`config.mk`:
```
export PLATFORM = sky130hd
export DESIGN_NAME = json_string_field_extractor
export DESIGN_NICKNAME = d
export VERILOG_FILES = /design/src/rtl/jsfe_pkg.sv /design/src/rtl/jsfe_front.sv /design/src/rtl/jsfe_fifo.sv /design/src/rtl/jsfe_back.sv /design/src/rtl/json_string_field_extractor.sv
export VERILOG_INCLUDE_DIRS = /design/src /design/src/rtl
export SDC_FILE = /design/constraint.sdc
export NUM_CORES = 2
export LEC_CHECK = 0
export BUFFER_PORTS_ARGS = -buffer_cell sky130_fd_sc_hd__buf_2
export CAP_MARGIN = 15
export CORE_ASPECT_RATIO = 2
export CORE_MARGIN = 2
export CORE_UTILIZATION = 57
export DETAILED_ROUTE_END_ITERATION = 10
export PLACE_DENSITY = 0.83
export SYNTH_ARGS = -nofsm -noshare
export SYNTH_HDL_FRONTEND = slang
export SYNTH_SLANG_ARGS = --single-unit
export TNS_END_PERCENT = 10
```
`constraint.sdc`:
```
create_clock -name clock -period 14.3 [get_ports clock]
set_input_delay 1.43 -clock clock [delete_from_list [all_inputs] [get_ports clock]]
set_output_delay 1.43 -clock clock [all_outputs]
set_load 0.01 [all_outputs]
```
`src/rtl/json_string_field_extractor_macros.svh`:
```
// ---------------------------------------------------------------------------
// JSON string field extractor - assertion macros
// Shared property wrappers; all are clocked on clock and disabled in reset.
// ---------------------------------------------------------------------------
`ifndef JSON_STRING_FIELD_EXTRACTOR_MACROS_SVH
`define JSON_STRING_FIELD_EXTRACTOR_MACROS_SVH

// same-cycle implication
`define JSFE_ASSERT_IMP(name, cond, prop, msg) \
   name: assert property (@(posedge clock) disable iff (reset) (cond) |-> (prop)) \
      else $error(msg);

// next-cycle implication
`define JSFE_ASSERT_NEXT(name, cond, prop, msg) \
   name: assert property (@(posedge clock) disable iff (reset) (cond) |=> (prop)) \
      else $error(msg);

`endif

```
`src/rtl/jsfe_pkg.sv`:
```
// ---------------------------------------------------------------------------
// JSON string field extractor - package
// Word types, result bundle, register indexes and status codes.
// ---------------------------------------------------------------------------
package jsfe_pkg;

   // defaults for top-level parameters
   localparam int MAX_KEY_LEN_DEF = 16;
   localparam int QUEUE_DEPTH_DEF = 4;

   localparam int KEY_W       = 64;
   localparam int KEY_LEN_W   = 5;
   localparam int CSR_INDEX_W = 2;
   localparam int MAX_RESULTS = 4;

   // register indexes
   localparam logic [CSR_INDEX_W-1:0] CSR_KEY_LOW  = 2'd0;
   localparam logic [CSR_INDEX_W-1:0] CSR_KEY_HIGH = 2'd1;
   localparam logic [CSR_INDEX_W-1:0] CSR_KEY_LEN  = 2'd2;

   // status codes
   localparam logic [2:0] STAT_FOUND     = 3'd0;
   localparam logic [2:0] STAT_NO_KEY    = 3'd1;
   localparam logic [2:0] STAT_NO_COLON  = 3'd2;
   localparam logic [2:0] STAT_NOT_STR   = 3'd3;
   localparam logic [2:0] STAT_BAD_ESC   = 3'd4;
   localparam logic [2:0] STAT_UNTERM    = 3'd5;

   typedef struct packed {
      logic [7:0] msg_byte;
      logic       msg_last;
   } req_type;

   typedef struct packed {
      logic [7:0] value_byte;
      logic       is_status;
      logic [2:0] status;
   } rsp_type;

   // all results caused by one input byte
   typedef struct packed {
      logic [1:0]                   last_idx;
      rsp_type [MAX_RESULTS-1:0]    item;
   } bundle_type;

endpackage

```
`src/rtl/jsfe_front.sv`:
```
// ---------------------------------------------------------------------------
// JSON string field extractor - front end
// Takes one byte per cycle while the queue is not full, runs the key window
// match and value parser, and pushes each byte's results as one queue bundle.
// ---------------------------------------------------------------------------
module jsfe_front #(
   parameter int MAX_KEY_LEN = jsfe_pkg::MAX_KEY_LEN_DEF
) (
   input  logic                                clock,
   input  logic                                reset,
   input  logic                                csr_we,
   input  logic [jsfe_pkg::CSR_INDEX_W-1:0]    csr_index,
   input  logic [jsfe_pkg::KEY_W-1:0]          csr_wdata,
   input  logic                                req_valid,
   output logic                                req_ready,
   input  jsfe_pkg::req_type                   req_data,
   input  logic                                queue_full,
   output logic                                queue_push,
   output jsfe_pkg::bundle_type                queue_bundle
);

   localparam int WIN = MAX_KEY_LEN + 2;

   localparam logic [7:0] CH_QUOTE = 8'h22;
   localparam logic [7:0] CH_COLON = 8'h3A;
   localparam logic [7:0] CH_SPACE = 8'h20;
   localparam logic [7:0] CH_TAB   = 8'h09;
   localparam logic [7:0] CH_BSL   = 8'h5C;
   localparam logic [7:0] CH_SLASH = 8'h2F;
   localparam logic [7:0] CH_B     = 8'h62;
   localparam logic [7:0] CH_F     = 8'h66;
   localparam logic [7:0] CH_N     = 8'h6E;
   localparam logic [7:0] CH_R     = 8'h72;
   localparam logic [7:0] CH_T     = 8'h74;
   localparam logic [7:0] CH_U     = 8'h75;

   localparam logic [15:0] UTF_ONE_LIMIT = 16'h0080;
   localparam logic [15:0] UTF_TWO_LIMIT = 16'h0800;

   typedef enum logic [2:0] {
      PH_SEARCH,
      PH_COLON,
      PH_SPACE,
      PH_VALUE,
      PH_ESC,
      PH_HEX,
      PH_DONE
   } phase_type;

   // {valid, value} of one hex digit
   function automatic logic [4:0] hex_digit(input logic [7:0] b);
      logic [4:0] r;
      r = 5'd0;
      if (b >= 8'h30 && b <= 8'h39)      r = {1'b1, 4'(b - 8'h30)};
      else if (b >= 8'h61 && b <= 8'h66) r = {1'b1, 4'(b - 8'h57)};
      else if (b >= 8'h41 && b <= 8'h46) r = {1'b1, 4'(b - 8'h37)};
      return r;
   endfunction

   logic [jsfe_pkg::KEY_W-1:0]     key_low_ff, key_high_ff;
   logic [jsfe_pkg::KEY_LEN_W-1:0] key_len_ff;
   logic [WIN-1:0][7:0]            win_ff, win_in;
   logic [4:0]                     seen_ff, seen_in;
   phase_type                      phase_ff, phase_in;
   logic [15:0]                    accum_ff, accum_in;
   logic [1:0]                     hexcnt_ff, hexcnt_in;

   logic                           accept;
   logic [7:0]                     b;
   logic                           last;
   logic [4:0]                     seen_cnt;
   logic [2*jsfe_pkg::KEY_W-1:0]   key_all;
   logic [jsfe_pkg::KEY_LEN_W-1:0] eff_len;
   logic [MAX_KEY_LEN:0]           match_len;
   logic                           match;
   logic [4:0]                     digit;
   logic [15:0]                    code;
   logic [3:0][7:0]                vals;
   logic [1:0]                     nvals;
   logic                           st_hit;
   logic [2:0]                     st_code;
   logic [2:0]                     nres;

   assign req_ready = !queue_full;
   assign accept    = req_valid && req_ready;
   assign b         = req_data.msg_byte;
   assign last      = req_data.msg_last;
   assign key_all   = {key_high_ff, key_low_ff};
   assign eff_len   = (key_len_ff > jsfe_pkg::KEY_LEN_W'(MAX_KEY_LEN)) ?
                      jsfe_pkg::KEY_LEN_W'(MAX_KEY_LEN) : key_len_ff;

   // window after this byte shifts in, and saturating byte count
   always_comb begin
      win_in[0] = b;
      for (int i = 1; i < WIN; i++) begin
         win_in[i] = win_ff[i-1];
      end
      seen_cnt = (seen_ff == 5'd31) ? seen_ff : seen_ff + 5'd1;
      // count restarts with the next message
      seen_in  = last ? 5'd0 : seen_cnt;
   end

   // quoted key compare, one candidate per key length
   always_comb begin
      for (int l = 0; l <= MAX_KEY_LEN; l++) begin
         match_len[l] = (win_in[0] == CH_QUOTE) && (win_in[l+1] == CH_QUOTE);
         for (int k = 0; k < l; k++) begin
            if (win_in[l-k] != key_all[8*k +: 8]) begin
               match_len[l] = 1'b0;
            end
         end
      end
      match = 1'b0;
      for (int l = 0; l <= MAX_KEY_LEN; l++) begin
         if (eff_len == jsfe_pkg::KEY_LEN_W'(l)) begin
            match = match_len[l];
         end
      end
      if (seen_cnt < eff_len + 5'd2) begin
         match = 1'b0;
      end
   end

   assign digit = hex_digit(b);
   assign code  = {accum_ff[11:0], digit[3:0]};

   // parser step
   always_comb begin
      phase_in  = phase_ff;
      accum_in  = accum_ff;
      hexcnt_in = hexcnt_ff;
      vals      = '0;
      nvals     = 2'd0;
      st_hit    = 1'b0;
      st_code   = jsfe_pkg::STAT_FOUND;

      case (phase_ff)
         PH_SEARCH: begin
            if (match) phase_in = PH_COLON;
         end
         PH_COLON: begin
            if (b == CH_COLON) phase_in = PH_SPACE;
         end
         PH_SPACE: begin
            if (b == CH_QUOTE) begin
               phase_in = PH_VALUE;
            end else if (b != CH_SPACE && b != CH_TAB) begin
               st_hit   = 1'b1;
               st_code  = jsfe_pkg::STAT_NOT_STR;
               phase_in = PH_DONE;
            end
         end
         PH_VALUE: begin
            if (b == CH_QUOTE) begin
               st_hit   = 1'b1;
               st_code  = jsfe_pkg::STAT_FOUND;
               phase_in = PH_DONE;
            end else if (b == CH_BSL && !last) begin
               phase_in = PH_ESC;
            end else begin
               vals[0] = b;
               nvals   = 2'd1;
            end
         end
         PH_ESC: begin
            phase_in = PH_VALUE;
            nvals    = 2'd1;
            case (b)
               CH_QUOTE, CH_BSL, CH_SLASH: vals[0] = b;
               CH_B: vals[0] = 8'h08;
               CH_F: vals[0] = 8'h0C;
               CH_N: vals[0] = 8'h0A;
               CH_R: vals[0] = 8'h0D;
               CH_T: vals[0] = 8'h09;
               CH_U: begin
                  nvals     = 2'd0;
                  phase_in  = PH_HEX;
                  accum_in  = 16'd0;
                  hexcnt_in = 2'd0;
               end
               default: begin
                  nvals    = 2'd0;
                  st_hit   = 1'b1;
                  st_code  = jsfe_pkg::STAT_BAD_ESC;
                  phase_in = PH_DONE;
               end
            endcase
         end
         PH_HEX: begin
            if (!digit[4]) begin
               st_hit   = 1'b1;
               st_code  = jsfe_pkg::STAT_BAD_ESC;
               phase_in = PH_DONE;
            end else begin
               accum_in = code;
               if (hexcnt_ff == 2'd3) begin
                  // code point to UTF-8
                  if (code < UTF_ONE_LIMIT) begin
                     vals[0] = code[7:0];
                     nvals   = 2'd1;
                  end else if (code < UTF_TWO_LIMIT) begin
                     vals[0] = {3'b110, code[10:6]};
                     vals[1] = {2'b10, code[5:0]};
                     nvals   = 2'd2;
                  end else begin
                     vals[0] = {4'b1110, code[15:12]};
                     vals[1] = {2'b10, code[11:6]};
                     vals[2] = {2'b10, code[5:0]};
                     nvals   = 2'd3;
                  end
                  hexcnt_in = 2'd0;
                  phase_in  = PH_VALUE;
               end else begin
                  hexcnt_in = hexcnt_ff + 2'd1;
               end
            end
         end
         default: ;
      endcase

      // end of message without an earlier status
      if (last && !st_hit) begin
         case (phase_in)
            PH_SEARCH: begin
               st_hit = 1'b1; st_code = jsfe_pkg::STAT_NO_KEY;
            end
            PH_COLON: begin
               st_hit = 1'b1; st_code = jsfe_pkg::STAT_NO_COLON;
            end
            PH_SPACE: begin
               st_hit = 1'b1; st_code = jsfe_pkg::STAT_NOT_STR;
            end
            PH_VALUE, PH_ESC, PH_HEX: begin
               st_hit = 1'b1; st_code = jsfe_pkg::STAT_UNTERM;
            end
            default: ;
         endcase
      end

      if (last) begin
         phase_in  = PH_SEARCH;
         accum_in  = 16'd0;
         hexcnt_in = 2'd0;
      end
   end

   // bundle: value words first, then the status word
   always_comb begin
      nres = {1'b0, nvals} + {2'b00, st_hit};
      queue_bundle.last_idx = 2'(nres - 3'd1);
      for (int k = 0; k < jsfe_pkg::MAX_RESULTS; k++) begin
         if (2'(k) < nvals) begin
            queue_bundle.item[k].value_byte = vals[k];
            queue_bundle.item[k].is_status  = 1'b0;
            queue_bundle.item[k].status     = jsfe_pkg::STAT_FOUND;
         end else begin
            queue_bundle.item[k].value_byte = 8'd0;
            queue_bundle.item[k].is_status  = 1'b1;
            queue_bundle.item[k].status     = st_code;
         end
      end
   end

   assign queue_push = accept && (nres != 3'd0);

   // state and register file
   always_ff @(posedge clock) begin
      if (reset) begin
         key_low_ff  <= '0;
         key_high_ff <= '0;
         key_len_ff  <= jsfe_pkg::KEY_LEN_W'(1);
         win_ff      <= '0;
         seen_ff     <= 5'd0;
         phase_ff    <= PH_SEARCH;
         accum_ff    <= 16'd0;
         hexcnt_ff   <= 2'd0;
      end else begin
         if (csr_we) begin
            case (csr_index)
               jsfe_pkg::CSR_KEY_LOW:  key_low_ff  <= csr_wdata;
               jsfe_pkg::CSR_KEY_HIGH: key_high_ff <= csr_wdata;
               jsfe_pkg::CSR_KEY_LEN:  key_len_ff  <= csr_wdata[jsfe_pkg::KEY_LEN_W-1:0];
               default: ;
            endcase
         end
         if (accept) begin
            win_ff    <= win_in;
            seen_ff   <= seen_in;
            phase_ff  <= phase_in;
            accum_ff  <= accum_in;
            hexcnt_ff <= hexcnt_in;
         end
      end
   end

endmodule

```
`src/rtl/jsfe_fifo.sv`:
```
// ---------------------------------------------------------------------------
// JSON string field extractor - bundle queue
// Small register queue between front and back end.
// ---------------------------------------------------------------------------
module jsfe_fifo #(
   parameter int DEPTH = jsfe_pkg::QUEUE_DEPTH_DEF
) (
   input  logic                  clock,
   input  logic                  reset,
   input  logic                  push,
   input  jsfe_pkg::bundle_type  push_data,
   output logic                  full,
   input  logic                  pop,
   output logic                  not_empty,
   output jsfe_pkg::bundle_type  pop_data
);

   localparam int PTR_W = (DEPTH > 1) ? $clog2(DEPTH) : 1;
   localparam int CNT_W = $clog2(DEPTH + 1);
   localparam logic [CNT_W-1:0] FULL_CNT = CNT_W'(DEPTH);
   localparam logic [PTR_W-1:0] LAST_PTR = PTR_W'(DEPTH - 1);

   jsfe_pkg::bundle_type mem_ff [DEPTH];
   logic [PTR_W-1:0]     wr_ptr_ff, rd_ptr_ff;
   logic [CNT_W-1:0]     count_ff;
   logic                 do_push, do_pop;

   assign full      = (count_ff == FULL_CNT);
   assign not_empty = (count_ff != '0);
   assign do_push   = push && !full;
   assign do_pop    = pop && not_empty;
   assign pop_data  = mem_ff[rd_ptr_ff];

   // storage
   always_ff @(posedge clock) begin
      if (do_push) mem_ff[wr_ptr_ff] <= push_data;
   end

   // pointers and fill count
   always_ff @(posedge clock) begin
      if (reset) begin
         wr_ptr_ff <= '0;
         rd_ptr_ff <= '0;
         count_ff  <= '0;
      end else begin
         if (do_push) wr_ptr_ff <= (wr_ptr_ff == LAST_PTR) ? '0 : wr_ptr_ff + 1'b1;
         if (do_pop)  rd_ptr_ff <= (rd_ptr_ff == LAST_PTR) ? '0 : rd_ptr_ff + 1'b1;
         if (do_push && !do_pop)      count_ff <= count_ff + 1'b1;
         else if (do_pop && !do_push) count_ff <= count_ff - 1'b1;
      end
   end

endmodule

```
`src/rtl/jsfe_back.sv`:
```
// ---------------------------------------------------------------------------
// JSON string field extractor - back end
// Unpacks queued bundles into single result words behind an output register.
// ---------------------------------------------------------------------------
module jsfe_back (
   input  logic                  clock,
   input  logic                  reset,
   input  logic                  queue_valid,
   input  jsfe_pkg::bundle_type  queue_data,
   output logic                  queue_pop,
   output logic                  rsp_valid,
   input  logic                  rsp_ready,
   output jsfe_pkg::rsp_type     rsp_data
);

   jsfe_pkg::bundle_type cur_ff;
   logic                 cur_valid_ff;
   logic [1:0]           idx_ff;
   logic                 rsp_valid_ff;
   jsfe_pkg::rsp_type    rsp_data_ff;

   logic out_free, take, cur_done;

   assign out_free  = !rsp_valid_ff || rsp_ready;
   assign take      = out_free && cur_valid_ff;
   assign cur_done  = take && (idx_ff == cur_ff.last_idx);
   assign queue_pop = queue_valid && (!cur_valid_ff || cur_done);

   assign rsp_valid = rsp_valid_ff;
   assign rsp_data  = rsp_data_ff;

   // current bundle and output word
   always_ff @(posedge clock) begin
      if (reset) begin
         cur_valid_ff <= 1'b0;
         idx_ff       <= 2'd0;
         rsp_valid_ff <= 1'b0;
      end else begin
         if (queue_pop) begin
            cur_valid_ff <= 1'b1;
            idx_ff       <= 2'd0;
         end else if (take) begin
            cur_valid_ff <= !cur_done;
            idx_ff       <= idx_ff + 2'd1;
         end
         if (take) begin
            rsp_valid_ff <= 1'b1;
         end else if (rsp_ready) begin
            rsp_valid_ff <= 1'b0;
         end
      end
   end

   // payload registers
   always_ff @(posedge clock) begin
      if (queue_pop) cur_ff      <= queue_data;
      if (take)      rsp_data_ff <= cur_ff.item[idx_ff];
   end

endmodule

```
`src/rtl/json_string_field_extractor.sv`:
```
// ---------------------------------------------------------------------------
// JSON string field extractor
// Finds a quoted key in a byte stream and returns the decoded string value.
// ---------------------------------------------------------------------------
// The block takes one message byte per cycle on req_ while the queue is not
// full and returns value bytes and then exactly one status word per message
// on rsp_, one word per cycle while rsp_ready is high. A byte normally yields
// zero or one word; a \uXXXX escape yields up to three UTF-8 bytes and, on the
// last byte of a message, a status as well, so one byte can cause up to four
// words. The front end parses every byte in the cycle it is taken; each byte's
// words sit as one entry in a QUEUE_DEPTH-entry queue, pass a current-bundle
// register and leave through a single output register, which sets the rate.
// Key registers are written through csr_; the user must do so only while no
// message is in flight, and the block has no check for it; no clearing pass.
// ---------------------------------------------------------------------------
`include "json_string_field_extractor_macros.svh"

module json_string_field_extractor #(
   parameter int MAX_KEY_LEN = jsfe_pkg::MAX_KEY_LEN_DEF,
   parameter int QUEUE_DEPTH = jsfe_pkg::QUEUE_DEPTH_DEF
) (
   input  logic                              clock,
   input  logic                              reset,
   input  logic                              csr_we,
   input  logic [jsfe_pkg::CSR_INDEX_W-1:0]  csr_index,
   input  logic [jsfe_pkg::KEY_W-1:0]        csr_wdata,
   input  logic                              req_valid,
   output logic                              req_ready,
   input  jsfe_pkg::req_type                 req_data,
   output logic                              rsp_valid,
   input  logic                              rsp_ready,
   output jsfe_pkg::rsp_type                 rsp_data
);

   logic                 queue_full, queue_push, queue_pop, queue_valid;
   jsfe_pkg::bundle_type push_bundle, pop_bundle;

   jsfe_front #(
      .MAX_KEY_LEN (MAX_KEY_LEN)
   ) u_front (
      .clock        (clock),
      .reset        (reset),
      .csr_we       (csr_we),
      .csr_index    (csr_index),
      .csr_wdata    (csr_wdata),
      .req_valid    (req_valid),
      .req_ready    (req_ready),
      .req_data     (req_data),
      .queue_full   (queue_full),
      .queue_push   (queue_push),
      .queue_bundle (push_bundle)
   );

   jsfe_fifo #(
      .DEPTH (QUEUE_DEPTH)
   ) u_fifo (
      .clock     (clock),
      .reset     (reset),
      .push      (queue_push),
      .push_data (push_bundle),
      .full      (queue_full),
      .pop       (queue_pop),
      .not_empty (queue_valid),
      .pop_data  (pop_bundle)
   );

   jsfe_back u_back (
      .clock       (clock),
      .reset       (reset),
      .queue_valid (queue_valid),
      .queue_data  (pop_bundle),
      .queue_pop   (queue_pop),
      .rsp_valid   (rsp_valid),
      .rsp_ready   (rsp_ready),
      .rsp_data    (rsp_data)
   );

   // a full queue must hold off the input side
   `JSFE_ASSERT_IMP(a_full_stalls, queue_full, !req_ready, "byte taken while queue full")
   // a pushed bundle is visible to the back end next cycle
   `JSFE_ASSERT_NEXT(a_push_lands, queue_push, queue_valid, "pushed bundle lost")
   // status words carry a legal code and a zero value byte
   `JSFE_ASSERT_IMP(a_status_word, rsp_valid && rsp_data.is_status, (rsp_data.value_byte == 8'd0) && (rsp_data.status <= jsfe_pkg::STAT_UNTERM), "malformed status word")

endmodule
```
==> results.ini, run 1 <==
[global_route]
grt_pass1_wl_um=285000
grt_usage_pct=67.1
grt_max_degree=156
grt-ovfl-total=17
grt_pass1_vias=33400

[floorplan]
fp-row-count=125
die_width_um=176
initial_utilization_pct=57.7
ios=94
die_h_um=347

[yosys]
seq_area_frac_synth_pct=36.5
synthAdderAreaFrac_pct=0.842
synth_edf_count=207
synthSimpleGateAreaFrac_pct=17.4
syn_area_per_cell_um2=8.97
yosys-mux-area-fraction_pct=3.30
ys.flop_type=dfxtp_1
synth-compound-area-share_pct=6.91
syn_area_um2=33600
async_flop_share_pct=0
synthCells=3743
synth_top_family_by_area=XOR/XNOR gates
synthXorXnorAreaFrac_pct=28.7
ys_types=77
synth.ff_latch_count=509
synth_warnings=0
syn_nets=3845

[clocking]
h-tree-depth=2
clockBufferDepth=3
cts.hold.buffers_added=0
root_buffer=clkbuf_16
numCtsBuffers=46
ctsResizeCount=0
cts_setup_buffers=0
cts_sinks=509

[place]
io_buffers=93
gp_congestion=1.19
dp_hpwl_um=126000

[run_status]
status=did not finish
stop_error=[ERROR GRT-0116] Global routing finished with congestion. Check the congestion regions in the DRC Viewer.
failed_stage=global routing

## cells by family after synthesis
group / Yosys count
DFF: 509
buffers and inverters: 462
muxes: 58
AOI/OAI and AO/OA: 419
and+or+nand+nor: 1172
xor gates and xnor gates: 1101
adders and majority gates: 22
## synthesized netlist by cell type (3+ instances only)
master | instances | area share (%)
and3_1 | 8 | 0.15
nand4_1 | 220 | 4.1
nor4b_1 | 26 | 0.68
a22oi_1 | 11 | 0.25
buf_6 | 9 | 0.30
and2_1 | 9 | 0.17
mux4_2 | 42 | 2.8
nor2_1 | 66 | 0.74
buf_1 | 24 | 0.27
a21oi_2 | 3 | 0.078
nor4_1 | 136 | 2.5
a211o_1 | 5 | 0.13
o21ai_1 | 3 | 0.045
buf_4 | 12 | 0.27
nand3_1 | 34 | 0.51
o21ai_0 | 38 | 0.57
edfxtp_1 | 207 | 19
or3_1 | 4 | 0.075
o31ai_1 | 3 | 0.067
o21bai_1 | 4 | 0.089
a31o_2 | 5 | 0.13
nand2b_1 | 6 | 0.11
nor3_2 | 3 | 0.089
dfxtp_1 | 302 | 18
ha_1 | 21 | 0.78
a221oi_1 | 3 | 0.078
xor2_1 | 312 | 8.1
buf_2 | 218 | 3.3
nor3b_1 | 8 | 0.18
xnor2_1 | 788 | 21
a31oi_1 | 7 | 0.13
o211ai_1 | 5 | 0.11
clkbuf_1 | 173 | 1.9
nand2_1 | 585 | 6.5
nand3b_1 | 4 | 0.089
mux2i_1 | 15 | 0.45
nor3_1 | 28 | 0.42
nor2b_1 | 12 | 0.22
inv_1 | 25 | 0.28
a21oi_1 | 313 | 4.7
## stage by stage
| stage | utilization [%] | cells | instance area (um^2) | setup slack, ns |
|---|---|---|---|---|
| floorplan | - | 3743 | 33600 | 8.22 |
| global placement | 59.2 | 4345 | 34400 | 7.27 |
| detailed placement | 59.2 | 4345 | 34400 | 6.97 |
| CTS | 61.8 | 4428 | 36000 | 7.51 |
## metal layers
layer,track usage [%],overflow
met1,68.3,0
met2,88.2,8
met3,42.9,1
met4,67.7,8
met5,16.3,0
==> run 2: changes to the inputs <==
--- a/config.mk
+++ b/config.mk
@@ -8,11 +8,10 @@
 export LEC_CHECK = 0
 export BUFFER_PORTS_ARGS = -buffer_cell sky130_fd_sc_hd__buf_2
 export CAP_MARGIN = 15
-export CORE_ASPECT_RATIO = 2
 export CORE_MARGIN = 2
-export CORE_UTILIZATION = 57
+export CORE_UTILIZATION = 40
 export DETAILED_ROUTE_END_ITERATION = 10
-export PLACE_DENSITY = 0.83
+export PLACE_DENSITY_LB_ADDON = 0.15
 export SYNTH_ARGS = -nofsm -noshare
 export SYNTH_HDL_FRONTEND = slang
 export SYNTH_SLANG_ARGS = --single-unit
==> run 2 against run 1 <==
  * The run now ends clean
  * Area after synthesis did not move
  * Synthesized cell count unchanged
==> results.ini, run 2 <==
[critical_path]
endpoint_kind=flip-flop
startpoint=req_data[1]
slowest_stage=nand3_2
r2r_cells=17
reg2reg_from=u_front.phase_ff[0]
r2r-end=u_fifo.count_ff[2]
crit_buf_inv=4
r2r_slack_ns=9.18
crit_path_end=u_fifo.count_ff[2]
cp.depth=22
worstPathMaxFanout=23
crit_arrival_ns=7.01
cpMostUsedCell=ha_1
path_class=in -> reg
worstSetupStartpointType=input port
cpLargestDelayFamily=simple AND/OR/NAND/NOR gates
cp_cell_sequence=buf_2 > inv_1 > ha_1 > nor2b_1 > nand3_2 > and2_1 > nor2_1 > o21ai_0 > o21ai_0 > a21oi_1 > or3b_2 > ha_1 > ha_1 > inv_1 > ha_1 > a21oi_1 > ha_1 > inv_1 > fa_1 > xor2_1 > or3_1 > a21oi_1
max_stage_delay_ns=0.61
crit_required_ns=14.84

[clocking]
cts.hold.buffers_added=0  ; unchanged
h-tree-depth=2  ; unchanged
cts_tree=yes
numCtsBuffers=57  ; was 46
root_buffer=clkbuf_16  ; unchanged
cts_setup_buffers=0  ; unchanged
clockBufferDepth=3  ; unchanged
clk_pin_slew_ns=0.06
clock_latency_ns=0.65
cts_sinks=509  ; unchanged
ctsResizeCount=0  ; unchanged

[global_route]
grt_usage_pct=36.9
grt_max_degree=194
antenna_found_initial=9
grt_pass1_wl_um=223000
grt_pass1_vias=27700
grt-busiest-layer=met2
grt-ovfl-total=0
grtUsageMet1_pct=46.4
gr-usage-met2_pct=52.8
use_met3_pct=12.6

[place]
gp_congestion=1.08  ; was 1.19
placed_cell_area_um2=34600  ; was 34400 um^2
pre_cts_ws_ns=7.14  ; was 6.97 ns
dp_hpwl_um=101000  ; was 126000 um
io_buffers=93  ; unchanged

[yosys]
synth_edf_count=207  ; unchanged
yosysTopAreaCellShare_pct=20.6  ; unchanged
yosysTopAreaCell=xnor2_1  ; unchanged
async_flop_share_pct=0  ; unchanged
synth.ff_latch_count=509  ; unchanged
ys_top_cells_by_area=xnor2_1 21%, edfxtp_1 19%, dfxtp_1 18%, xor2_1 8.1%, nand2_1 6.5%  ; unchanged
syn_area_um2=33600  ; unchanged
yosys-top-cells-count=788 x xnor2_1, 585 x nand2_1, 313 x a21oi_1, 312 x xor2_1, 302 x dfxtp_1  ; unchanged
ys.flop_type=dfxtp_1  ; unchanged
ys_types=77  ; unchanged
synthCells=3743  ; unchanged
syn_nets=3845  ; unchanged
syn_area_per_cell_um2=8.97  ; unchanged
synth.most_common_cell=xnor2_1  ; unchanged
synth_warnings=0  ; unchanged
seq_area_frac_synth_pct=36.5  ; unchanged

[floorplan]
die_width_um=294  ; was 176 um
dieArea_um2=86300
ios=94  ; unchanged
die_h_um=294  ; was 347 um
fp-row-count=106  ; was 125
initial_utilization_pct=40.2  ; was 57.7%
coreArea_um2=83400

[layout]
area_growth_pct=9.13
diodes=0
most-common-layout-cells=788 x xnor2_1, 584 x nand2_1, 313 x a21oi_1, 312 x xor2_1, 290 x dfxtp_1
largest_reg_flops=156
fin_util_pct=43.9
fin_area_um2=36600
drive_gt1_share_pct=12.2
layout_commonest_cell=xnor2_1
regMostFlops=u_fifo.mem_ff
n_fill_cell=8157
top_regs=u_fifo.mem_ff x156, u_front.win_ff x136
layout.nets=3727

[power]
p_per_area_nw_per_um2=114
sw_frac_of_total_pct=31.3
power.share.sequential_pct=41.8
peakVddDrop_mv=0.0983
pwr-share-comb_pct=22.5
pwr-share-clk_pct=35.8
leakage_nw=13.1
p_int_mw=2.87
power.switching_mw=1.31

[timing]
setup_violations=0
report.final.slew_viol_count=0
fmax_mhz=155
finClkSkew_ns=0.0407
tightestPinTransition_ns=1.34
setup_tns_ns=0
rsz0062_at_grt=false
min_period_ns=6.47
max-slew-margin-rel_pct=10.4
period_share_pct=45.2
final_hold_viol_count=0
setup_ws_ns=7.83

[route]
vias_per_cell=6.22
wl_um=162000
drt_iter0_drc=4459
drtAntennaViolNets=0
vias=29600
drc_errors=0
post_drt_wl_per_cell_um=34.0
drtPass1Iterations=9

[min_path]
holdCritPathClass=reg -> reg

[run_status]
status=finished clean  ; was did not finish

[flow_run]
cap_viol_max_count=0

-- run 2: power by group through the flow --
stage          registers (mW)  clock network (mW)  logic (mW)
5_1_grt                  1.76                1.58       0.999
2_1_floorplan            1.74                   0       0.631
3_5_place_dp             1.78                   0       0.913
6_report                 1.75                1.50       0.940
3_3_place_gp             1.77                   0       0.913
4_1_cts                  1.75                1.53       0.916
-- run 2: metal layers --
layer | vias to the layer above | routed length (um)
met2 | 2213 | 65600
met4 | 8 | 14400
met1 | 14100 | 61800
li1 | 12400 | -
met3 | 847 | 19900
met5 | - | 46
-- run 2: cell families after synthesis --
kind of cell | synth area share, %
muxes | 3.30
and+or+nand+nor | 17.4
adders and majority gates | 0.842
DFF | 36.5
buffers and inverters | 6.31
AOI/OAI and AO/OA | 6.91
xor gates and xnor gates | 28.7
-- run 2: worst min path at each step --
stage | startpoint | end | slack [ns] | cells after the start
2_1_floorplan | u_front.win_ff[133] | u_front.win_ff[133] | 0.43 | 2
3_3_place_gp | u_front.win_ff[16] | u_front.win_ff[24] | 0.44 | 2
3_5_place_dp | u_front.win_ff[130] | u_front.win_ff[130] | 0.45 | 2
4_1_cts | u_front.win_ff[130] | u_front.win_ff[130] | 0.45 | 2
5_1_grt | u_front.key_low_ff[5] | u_front.key_low_ff[5] | 0.47 | 2
6_report | u_front.win_ff[130] | u_front.win_ff[130] | 0.45 | 2
-- run 2: stage by stage --
| stage | power (mW) | cells | hold slack (ns) |
|---|---|---|---|
| 5_1_grt | 4.34 | 4753 | 0.468 |
| 2_1_floorplan | 2.37 | 3743 | 0.432 |
| 3_5_place_dp | 2.69 | 4643 | 0.447 |
| 6_report | 4.18 | 4753 | 0.450 |
| 4_1_cts | 4.19 | 4750 | 0.455 |
| 3_3_place_gp | 2.69 | 4643 | 0.441 |
-- run 2: layout make-up --
cell class,count,area (um^2),share of cell area [%]
clock buffer,79,1620,4.42
clock inverter,28,325,0.888
inverter,26,97.6,0.266
multi-input combinational,2772,19200,52.5
sequential,509,12300,33.5
tap,1080,1350,3.69
timing repair buffer,259,1730,4.72
-- run 2: worst register-to-register path: stages (launching register included) --
cell	delay [ns]
dfxtp_1	0.71
a31o_2	0.25
o21bai_1	0.12
a21oi_1	0.07
o21ai_0	0.57
a21oi_1	0.19
or3b_2	0.53
ha_1	0.20
ha_1	0.27
inv_1	0.04
ha_1	0.16
a21oi_1	0.54
ha_1	0.31
inv_1	0.06
fa_1	0.37
xor2_1	0.17
or3_1	0.31
a21oi_1	0.15
Note: power is estimated with default switching activity, not from simulation.
